==> config.mk <==
export PLATFORM = sky130hd
export DESIGN_NAME = gelu_tanh_forward
export DESIGN_NICKNAME = d
export VERILOG_FILES = /design/src/design/gelu_pkg.sv /design/src/design/gelu_tanh_forward.sv
export VERILOG_INCLUDE_DIRS = /design/src /design/src/design
export SDC_FILE = /design/constraint.sdc
export NUM_CORES = 2
export LEC_CHECK = 0
export ABC_AREA = 1
export BUFFER_PORTS_ARGS = -buffer_cell sky130_fd_sc_hd__buf_2
export CORE_MARGIN = 2
export CORE_UTILIZATION = 60
export DETAILED_ROUTE_END_ITERATION = 7
export PLACE_DENSITY = 0.87
export SYNTH_ARGS = -nofsm -noshare
export SYNTH_HDL_FRONTEND = slang
export SYNTH_SLANG_ARGS = --single-unit
==> constraint.sdc <==
create_clock -name clk_i -period 21.1 [get_ports clk_i]
set_clock_uncertainty 0.2 [all_clocks]
set_input_delay 2.11 -clock clk_i [delete_from_list [all_inputs] [get_ports clk_i]]
set_output_delay 2.11 -clock clk_i [all_outputs]
set_load 0.02 [all_outputs]
==> src/design/assert_macros.svh <==
// Assertion shorthands shared by the RTL in this folder.
// Every macro samples on clk_i and stands down while rst_ni is low.
`ifndef ASSERT_MACROS_SVH
`define ASSERT_MACROS_SVH

// Check that cons holds in the same cycle as ante.
`define ASSERT_IMPL(lbl, ante, cons) \
  lbl: assert property (@(posedge clk_i) disable iff (!rst_ni) (ante) |-> (cons)) \
    else $error("implication check failed");

// Check that cons holds after ante, at the delay given by n.
`define ASSERT_DELAY(lbl, ante, n, cons) \
  lbl: assert property (@(posedge clk_i) disable iff (!rst_ni) (ante) |-> ##n (cons)) \
    else $error("delayed check failed");

`endif

==> src/design/gelu_pkg.sv <==
// Package for the GELU (tanh form) datapath: fixed-point constants and
// an elaboration-time divider used to build the tanh table. No dependencies.
package gelu_pkg;

  // Width of one tanh table entry, Q16 with room for exactly 1.0
  localparam int unsigned TH_W = 17;

  // 0.79788456 and 0.044715 in Q30
  localparam logic [29:0] C1_Q30 = 30'd856722023;
  localparam logic [25:0] C2_Q30 = 26'd48012366;

  // 1.0 in Q16 and Q30
  localparam logic [TH_W-1:0] TH_ONE  = 17'd65536;
  localparam logic [63:0]     Q30_ONE = 64'd1 << 30;

  // Shift-subtract unsigned divide, evaluated only while building constants
  function automatic logic [63:0] udiv64(input logic [63:0] num, input logic [63:0] den);
    logic [64:0] rem;
    logic [63:0] quo;
    rem = '0;
    quo = '0;
    for (int i = 63; i >= 0; i--) begin
      rem = {rem[63:0], num[i]};
      if (rem >= {1'b0, den}) begin
        rem    = rem - {1'b0, den};
        quo[i] = 1'b1;
      end
    end
    return quo;
  endfunction

endpackage

==> src/design/gelu_tanh_forward.sv <==
// GELU, tanh approximation, one signed Q3.12 sample per beat, fully pipelined.
// Each beat is registered at the end of every stage, stage 0 through stage 9, and leaves with done_o.
// Throughput: one beat per cycle; busy is always low since the receiver cannot stall.
// Reset: rst_ni clears the stage valid bits asynchronously; data registers are not reset.
// The tanh table is a constant built at elaboration; no clearing pass is needed.
`include "assert_macros.svh"

module gelu_tanh_forward #(
  parameter int unsigned TANH_TABLE_DEPTH = 256,
  parameter int unsigned SAMPLE_WIDTH     = 16
) (
  input  logic                           clk_i,
  input  logic                           rst_ni,
  input  logic                           start,
  output logic                           busy,
  input  logic signed [SAMPLE_WIDTH-1:0] x_value_i,
  input  logic                           last_in_i,
  output logic                           done_o,
  output logic signed [SAMPLE_WIDTH-1:0] gelu_value_o,
  output logic                           last_out_o
);
  import gelu_pkg::*;

  localparam int unsigned W        = SAMPLE_WIDTH;
  localparam int unsigned FRAC     = W - 4;
  localparam int unsigned LATENCY  = 10;
  localparam int unsigned DEPTH_W  = $clog2(TANH_TABLE_DEPTH + 1);
  localparam int unsigned IDX_W    = $clog2(TANH_TABLE_DEPTH);
  localparam int unsigned S_W      = (W - 2) + DEPTH_W;
  localparam int unsigned ROM_BITS = (TANH_TABLE_DEPTH + 1) * TH_W;

  // 4.0 in the sample format, clamp point and table end
  localparam logic [W-1:0]       Q_FOUR  = W'(1) << (W - 2);
  localparam logic [DEPTH_W-1:0] DEPTH_C = DEPTH_W'(TANH_TABLE_DEPTH);
  localparam logic [W:0]         MAX_POS = (W + 1)'((64'd1 << (W - 1)) - 64'd1);
  localparam logic [W:0]         MAX_NEG = (W + 1)'(64'd1 << (W - 1));
  localparam logic [W+TH_W:0]    RND     = (W + TH_W + 1)'(64'd1 << (TH_W - 1));

  // Table step h = 4/D in Q30 and tanh(h) by its odd series
  localparam logic [63:0] H_Q30  = (64'd4 << 30) / TANH_TABLE_DEPTH;
  localparam logic [63:0] H2_Q30 = (H_Q30 * H_Q30) >> 30;
  localparam logic [63:0] H3_Q30 = (H2_Q30 * H_Q30) >> 30;
  localparam logic [63:0] H5_Q30 = (H3_Q30 * H2_Q30) >> 30;
  localparam logic [63:0] H7_Q30 = (H5_Q30 * H2_Q30) >> 30;
  localparam logic [63:0] TH_Q30 = H_Q30 + (64'd2 * H5_Q30) / 64'd15 - H3_Q30 / 64'd3
                                   - (64'd17 * H7_Q30) / 64'd315;

  // Walk tanh((i+1)h) = (t + th) / (1 + t*th) across the table, round to Q16
  function automatic logic [ROM_BITS-1:0] build_rom();
    logic [ROM_BITS-1:0] rom;
    logic [63:0]         t;
    logic [63:0]         e;
    logic [63:0]         num;
    logic [63:0]         den;
    rom = '0;
    t   = '0;
    for (int i = 0; i <= int'(TANH_TABLE_DEPTH); i++) begin
      e = (t + 64'd8192) >> 14;
      rom[i*TH_W +: TH_W] = (e > 64'(TH_ONE)) ? TH_ONE : e[TH_W-1:0];
      num = (t + TH_Q30) << 30;
      den = Q30_ONE + ((t * TH_Q30) >> 30);
      t   = udiv64(num, den);
      if (t > Q30_ONE) begin
        t = Q30_ONE;
      end
    end
    return rom;
  endfunction

  localparam logic [ROM_BITS-1:0] TANH_ROM = build_rom();

  // Handshake: the pipe never stalls
  logic accept;
  assign busy   = 1'b0;
  assign accept = start && !busy;

  // Valid bits, sign and last flag travel alongside the data
  logic [LATENCY-1:0] valid_q;
  logic [LATENCY-1:0] last_q;
  logic [8:0]         neg_q;
  logic [W-1:0]       a_q [8];

  // Stage 0: magnitude and clamp to 4.0
  logic         neg_d;
  logic [W-1:0] x_u;
  logic [W-1:0] a_d;
  logic [W-2:0] ac_d;
  logic [W-2:0] ac0_q, ac1_q, ac2_q;

  assign x_u   = x_value_i;
  assign neg_d = x_u[W-1];
  assign a_d   = neg_d ? (W'(0) - x_u) : x_u;
  assign ac_d  = (a_d > Q_FOUR) ? Q_FOUR[W-2:0] : a_d[W-2:0];

  // Stage 1: x^2
  logic [2*W-3:0] x2_full;
  logic [W:0]     x2_q;
  assign x2_full = ac0_q * ac0_q;

  // Stage 2: x^3
  logic [2*W-1:0] x3_full;
  logic [W+2:0]   x3_q;
  assign x3_full = x2_q * ac1_q;

  // Stage 3: p = x + 0.044715 x^3
  logic [W+28:0] c2_full;
  logic [W-1:0]  p_d, p_q;
  assign c2_full = C2_Q30 * x3_q;
  assign p_d     = {1'b0, ac2_q} + {1'b0, c2_full[30 +: W-1]};

  // Stage 4: u = 0.79788456 p
  logic [W+29:0] c1_full;
  logic [W-1:0]  u_q;
  assign c1_full = C1_Q30 * p_q;

  // Stage 5: scale by table depth, split into index and fraction
  logic [S_W-1:0]   s_full;
  logic [IDX_W-1:0] idx_q;
  logic [W-3:0]     fr5_q, fr6_q;
  logic             sat5_q, sat6_q;
  assign s_full = u_q[W-3:0] * DEPTH_C;

  // Stage 6: table read of the two neighbors
  logic [IDX_W:0]  idx_nx;
  logic [TH_W-1:0] lo_d, hi_d, diff_d;
  logic [TH_W-1:0] lo_q, diff_q;
  assign idx_nx = {1'b0, idx_q} + (IDX_W + 1)'(1);
  assign lo_d   = TANH_ROM[idx_q * TH_W +: TH_W];
  assign hi_d   = TANH_ROM[idx_nx * TH_W +: TH_W];
  assign diff_d = (hi_d < lo_d) ? '0 : (hi_d - lo_d);

  // Stage 7: interpolate, saturate to one past the table
  logic [TH_W+W-3:0] ip_full;
  logic [TH_W-1:0]   th_d, th_q;
  assign ip_full = diff_q * fr6_q;
  assign th_d    = sat6_q ? TH_ONE : (lo_q + ip_full[W-2 +: TH_W]);

  // Stage 8: a * (1 +/- tanh), sign folded into the factor
  logic [TH_W:0]   factor;
  logic [W+TH_W:0] prod_d, prod_q;
  assign factor = neg_q[7] ? ({1'b0, TH_ONE} - {1'b0, th_q})
                           : ({1'b0, TH_ONE} + {1'b0, th_q});
  assign prod_d = a_q[7] * factor;

  // Stage 9: round half up, halve, saturate and apply sign
  logic [W+TH_W:0] rnd;
  logic [W:0]      mag;
  logic [W:0]      mag_sat;
  logic [W-1:0]    gelu_d, gelu_q;
  assign rnd = prod_q + RND;
  assign mag = rnd[TH_W +: W+1];
  always_comb begin
    if (neg_q[8]) begin
      mag_sat = (mag > MAX_NEG) ? MAX_NEG : mag;
      gelu_d  = W'(0) - mag_sat[W-1:0];
    end else begin
      mag_sat = (mag > MAX_POS) ? MAX_POS : mag;
      gelu_d  = mag_sat[W-1:0];
    end
  end

  // Advance valid bits
  always_ff @(posedge clk_i or negedge rst_ni) begin
    if (!rst_ni) begin
      valid_q <= '0;
    end else begin
      valid_q <= {valid_q[LATENCY-2:0], accept};
    end
  end

  // Advance the data stages every cycle
  always_ff @(posedge clk_i) begin
    last_q <= {last_q[LATENCY-2:0], last_in_i};
    neg_q  <= {neg_q[7:0], neg_d};
    a_q[0] <= a_d;
    for (int k = 1; k < 8; k++) begin
      a_q[k] <= a_q[k-1];
    end
    ac0_q   <= ac_d;
    x2_q    <= x2_full[FRAC +: W+1];
    ac1_q   <= ac0_q;
    x3_q    <= x3_full[FRAC +: W+3];
    ac2_q   <= ac1_q;
    p_q     <= p_d;
    u_q     <= c1_full[30 +: W];
    idx_q   <= s_full[W-2 +: IDX_W];
    fr5_q   <= s_full[W-3:0];
    sat5_q  <= (u_q >= Q_FOUR);
    lo_q    <= lo_d;
    diff_q  <= diff_d;
    fr6_q   <= fr5_q;
    sat6_q  <= sat5_q;
    th_q    <= th_d;
    prod_q  <= prod_d;
    gelu_q  <= gelu_d;
  end

  assign done_o       = valid_q[LATENCY-1];
  assign last_out_o   = last_q[LATENCY-1];
  assign gelu_value_o = gelu_q;

  // Every accepted beat comes out with done_o, carrying its own flag
  `ASSERT_DELAY(a_done_latency, start && !busy, LATENCY, done_o)
  `ASSERT_IMPL(a_done_source, done_o, $past(start && !busy, LATENCY))
  `ASSERT_IMPL(a_last_match, done_o, last_out_o == $past(last_in_i, LATENCY))
  `ASSERT_IMPL(a_sign_pos, done_o && !$past(x_value_i[W-1], LATENCY), !gelu_value_o[W-1])

endmodule
Word-level counts from Yosys, hierarchy flattened
Memories as Yosys holds them, arrays and structs flattened.
Index checks and enable logic that the tools add are counted.
- bits in registers: 265
- bits in writable memories: 128
- input port bits: 20
- logic and storage cells: 50
- memories kept: 1
- $add $sub $neg: 9
- multiply operators: 8
- order comparisons: 5
- shifts and indexed selects: 2
- muxes and demuxes: 5
- memories (name ; depth ; width ; rd ports ; clocked after Yosys merged registers in ; wr ports ; line ; text):
    a_q ; 8 ; 16 ; 8 ; 0 ; 8 ; gelu_tanh_forward.sv:81 ; logic [W-1:0] a_q [8];
- operators by type and width (kind ; number):
    4369-bit by 14-bit indexed part select with 17-bit output (first input constant) ; 1
    4369-bit by 15-bit indexed part select with 17-bit output (first input constant) ; 1
    16-bit two-way mux ; 4
    30-bit by 16-bit multiplier with 46-bit output (first input constant) ; 1
    25-bit by 19-bit multiplier with 44-bit output (first input constant) ; 1
    34-bit by 17-bit adder with 34-bit output (second input constant) ; 1
    16-bit by 18-bit multiplier with 34-bit output ; 1
    1-bit by 16-bit subtractor with 16-bit output (first input constant) ; 2
    17-bit by 15-bit multiplier with 31-bit output ; 1
    15-bit by 15-bit multiplier with 29-bit output ; 1
    17-bit by 6-bit multiplier with 23-bit output ; 1
    17-bit by 17-bit adder with 18-bit output (first input constant) ; 1
    18-bit two-way mux ; 1
    17-bit by 17-bit subtractor with 18-bit output (first input constant) ; 1
    17-bit adder ; 1
    17-bit by 15-bit greater-than comparator with 1-bit output (second input constant) ; 1
    17-bit by 16-bit greater-than comparator with 1-bit output (second input constant) ; 1
    17-bit less-than comparator ; 1
    17-bit subtractor ; 1
    15-bit by 15-bit adder with 16-bit output ; 1
    16-bit by 15-bit >= comparator with 1-bit output (second input constant) ; 1
    16-bit by 15-bit greater-than comparator with 1-bit output (second input constant) ; 1
    9-bit by 5-bit multiplier with 14-bit output (second input constant) ; 1
    8-bit by 5-bit multiplier with 13-bit output (second input constant) ; 1
    8-bit by 1-bit adder with 9-bit output (second input constant) ; 1

Longest topological paths before layout
- depth in word-level cells: 5
- depth in mapped cells: 38
- gate-level depth less buffers: 35

Worst setup path before layout
Ideal clock, no wire load.
- kind: register to register
- start point: reg th_q[0]
- end point: reg prod_q[33]
- data arrival time: 6582 ps
- required time: 20828 ps
- slack: 14246 ps
- cell stages (with the launch flop): 35
- period minus slack after synthesis: 6854 ps
- cell sequence: dfxtp_1 -> buf_2 -> clkbuf_1 -> inv_1 -> ha_1 -> nand2_1 -> nor3_2 -> inv_1 -> nor3_2 -> nand2_1 -> nand2_1 -> xor2_1 -> clkbuf_1 -> nand2_1 -> fa_1 -> inv_1 -> fa_1 -> inv_1 -> fa_1 -> fa_1 -> inv_1 -> fa_1 -> inv_1 -> fa_1 -> inv_1 -> ha_1 -> nand2_1 -> nor2_1 -> nand2_1 -> o21ai_0 -> nand2_1 -> nand2_1 -> nand2_1 -> o21ai_0 -> xor2_1
- cells in the longest elaborated chain, start to end: 3
- RTL lines (item ; line ; text):
    from (decl) ; gelu_tanh_forward.sv:134 ; logic [TH_W-1:0] th_d, th_q;
    from (signal assigned) ; gelu_tanh_forward.sv:193 ; th_q <= th_d;
    17-bit by 17-bit adder with 18-bit output / 17-bit by 17-bit subtractor with 18-bit output (equally long branches) ; gelu_tanh_forward.sv:142, gelu_tanh_forward.sv:141 ;
    18-bit two-way mux * ; gelu_tanh_forward.sv:141 ; assign factor = neg_q[7] ? ({1'b0, TH_ONE} - {1'b0, th_q})
    16-bit by 18-bit multiplier with 34-bit output * ; gelu_tanh_forward.sv:143 ; assign prod_d = a_q[7] * factor;
    via prod_d[33] ; gelu_tanh_forward.sv:140 ; logic [W+TH_W:0] prod_d, prod_q;
    to (signal assigned) ; gelu_tanh_forward.sv:194 ; prod_q <= prod_d;
    to (decl) ; gelu_tanh_forward.sv:140 ;
Mark *: on every way through the listed nets, which the timed path passes. The rest lies on a longest branch.
A chain may end at the register's enable or synchronous reset.

Final worst setup path
- start point: reg x3_q[10]
- end point: reg p_q[15]
- cells in the longest elaborated chain, start to end: 2
- RTL lines (item ; line ; text):
    from (decl) ; gelu_tanh_forward.sv:102 ; logic [W+2:0] x3_q;
    from (signal assigned) ; gelu_tanh_forward.sv:182 ; x3_q <= x3_full[FRAC +: W+3];
    25-bit by 19-bit multiplier with 44-bit output ; gelu_tanh_forward.sv:108 ; assign c2_full = C2_Q30 * x3_q;
    15-bit by 15-bit adder with 16-bit output ; gelu_tanh_forward.sv:109 ; assign p_d = {1'b0, ac2_q} + {1'b0, c2_full[30 +: W-1]};
    via p_d[15] ; gelu_tanh_forward.sv:107 ; logic [W-1:0] p_d, p_q;
    to (signal assigned) ; gelu_tanh_forward.sv:184 ; p_q <= p_d;
    to (decl) ; gelu_tanh_forward.sv:107 ;
The timed path passes the listed nets, and every way through them passes these cells.

==> impl_metrics.py <==
metrics = {
    "logic_synthesis": {
        "yosys.area_share.simple": 0.154,
        "synthFlopType": "dfxtp_1",
        "yosys.area.top_type_share": 0.304,
        "synth_cells": 7313,
        "ys_top_cells_by_area": "fa_1, ha_1, dfxtp_1",
        "synth_nets": 8972,
        "synth_compound_area_frac": 0.0975,
        "synth-edff-count": 0,
        "synth_top_family_by_area": "adder cells",
        "synth_xor_area_frac": 0.0248,
        "synth_mux_area_frac": 0,
        "yosys_warnings": 0,
        "ys_types": 68,
        "synth-adder-area-share": 0.467,
        "postSynth.asyncResetShare": 0.0266,
        "yosysTopAreaCell": "fa_1",
        "synth.most_common_cell": "inv_1",
        "syn_area_um2": 58200,
        "ys_ff_latch": 376,
        "syn_area_per_cell_um2": 7.96,
        "ys_top_cells_by_count": "inv_1, nand2_1, fa_1",
        "seq_area_frac_synth": 0.130,
    },
    "clock_tree": {
        "cts_sinks": 376,
        "cts_root_buf": "clkbuf_16",
        "insertion_delay_ns": 0.63,
        "cts_max_level": 2,
        "clk_path_buf_depth": 3,
        "post_cts_resized": 0,
        "numCtsBuffers": 40,
        "clk_pin_slew_ns": 0.06,
        "cts_tree": "yes",
        "postCtsSetupBuffers": 0,
        "hold_buffers": 0,
    },
    "setup_path": {
        "max_stage_delay_ns": 0.61,
        "worstPathRequired_ns": 21.47,
        "endpoint_kind": "register",
        "r2r_cells": 32,
        "worst_r2r_startpoint": "x3_q[10]",
        "r2r-end": "p_q[15]",
        "crit_top_cell": "inv_1",
        "crit_arrival_ns": 8.22,
        "reg2reg_slack_ns": 13.25,
        "worstSetupPathType": "register to register",
        "worst-path-max-fanout": 7,
        "slowest_stage": "fa_1",
        "cp-start-kind": "register",
    },
    "sta": {
        "drv_slew": 0,
        "setup_tns_ns": 0,
        "period_share": 0.372,
        "rsz0062_at_grt": "no",
        "fmax_mhz": 127,
        "setup-violations-final": 0,
        "slew_headroom": 0.0920,
        "hold_viol_final": 0,
        "worstMarginPinSlew_ns": 1.34,
        "final.min_clock_period_ns": 7.85,
    },
    "global_route": {
        "grt_pass1_vias": 53000,
        "grt_usage": 0.389,
        "grt_pass1_wl_mm": 296,
        "grt_max_degree": 93,
        "antenna_found_initial": 11,
        "overflow": 0,
    },
    "status": {
        "status": "finished clean",
    },
    "route": {
        "antenna_left": 0,
        "dr.pass1.iters": 8,
        "drc": 0,
        "drt_iter0_drc": 5636,
        "num_vias": 50500,
        "wl_mm": 190,
        "wl_per_cell_um": 22.2,
        "viasPerCell": 5.92,
    },
    "floorplan": {
        "die-area_um2": 99500,
        "die_h_um": 315,
        "ios": 39,
        "rows": 114,
        "core_area_um2": 96400,
        "initial_core_util": 0.604,
        "die_x_um": 315,
    },
    "min_path": {
        "hp-class": "register to register",
        "hold_path_depth": 0,
        "hold-path-endpoint": "last_q[3]",
        "min_from": "last_q[2]",
    },
    "placed_design": {
        "dp_hpwl_mm": 149,
        "portBuffers": 37,
        "gp_congestion": 1.11,
    },
    "cells_and_area": {
        "drive_gt1_frac": 0.0290,
        "final-seq-area_um2": 7580,
        "multi_input_area_um2": 43200,
        "area_growth_pct": 4.62,
        "final_nets": 8882,
        "fillers": 7992,
    },
    "job": {
        "cap_violations": 0,
    },
}
==> worst max-delay path: cells and delay by family (launching register included) <==
kind | cells | cell delay, ns
AOI/OAI and AO/OA | 9 | 1.72
xor gates and xnor gates | 1 | 0.15
adders and majority gates | 8 | 3.64
buffers and inverters | 7 | 0.57
DFF | 1 | 0.60
and+or+nand+nor | 7 | 0.88
==> metal layers <==
| layer | track usage | wire length (um) |
|---|---|---|
| met5 | 0 | 74 |
| met4 | 0.234 | 14200 |
| met3 | 0.100 | 20800 |
| met2 | 0.615 | 84500 |
| met1 | 0.482 | 70300 |
==> kinds of logic (layout without fill, tap and decap cells) <==
logic type | after synthesis | count (layout)
other | 1 | 6
flip-flops | 376 | 376
AO/OA/AOI/OAI | 970 | 970
adder cells (fa/ha/maj) | 1639 | 1639
AND/OR/NAND/NOR | 2214 | 2214
buffers and inverters | 1949 | 1888
XOR/XNOR | 164 | 164
==> layout make-up <==
cell class	count	area share
clock buffer	50	0.0186
sequential	376	0.125
inverter	1748	0.108
clock inverter	21	0.00518
tap	1276	0.0262
antenna	5	0.000205
timing repair buffer	69	0.00732
multi-input combinational	4988	0.710
==> placed cells by master (no fill, tap or decap), types with 12 or more instances in the layout <==
cell type / n
o31ai_1: 18
o311ai_0: 16
nand4_1: 46
nand2_1: 1368
o2111ai_1: 12
o21a_1: 24
buf_4: 29
xnor2_1: 48
o21bai_1: 18
nor2_1: 520
a21o_1: 17
inv_1: 1735
clkbuf_16: 41
o21ai_0: 324
nor4_1: 16
nand3_1: 147
dfxtp_1: 364
a211oi_1: 14
o221ai_1: 19
buf_2: 37
ha_1: 754
a21oi_1: 353
o22ai_1: 14
xor2_1: 115
a31oi_1: 35
a221oi_1: 17
fa_1: 885
nor3_1: 46
nand2_2: 16
o211ai_1: 32
==> sequential cells by signal, summed over array words and instances, names as in the netlist, 17 cells and up <==
register / cells
a_q: 128
diff_q: 17
prod_q: 18
th_q: 17
x2_q: 17
x3_q: 19
==> through the flow <==
step	utilization	hold WS [ns]	worst slack, ns	std cells	area [um^2]
floorplan	-	0.110	14.25	7313	58200
global placement	0.616	0.110	13.56	8454	59400
detailed placement	0.616	0.112	13.47	8454	59400
CTS	0.631	0.101	13.39	8525	60800
global route	0.631	0.112	12.77	8531	60900
finish	0.631	0.105	13.25	8533	60900
==> worst max path at each step <==
stage | cells past startpoint | start | slack [ns] | to
2_1_floorplan | 34 | th_q[0] | 14.25 | prod_q[33]
3_5_place_dp | 30 | th_q[0] | 13.47 | prod_q[31]
4_1_cts | 32 | x3_q[10] | 13.39 | p_q[15]
6_report | 32 | x3_q[10] | 13.25 | p_q[15]
5_1_grt | 30 | th_q[0] | 12.77 | prod_q[31]
3_3_place_gp | 30 | th_q[0] | 13.56 | prod_q[31]
Power is left out: the tool's default activity adds up to more than one toggle a clock period on the data nets, which glitch-free logic cannot reach.
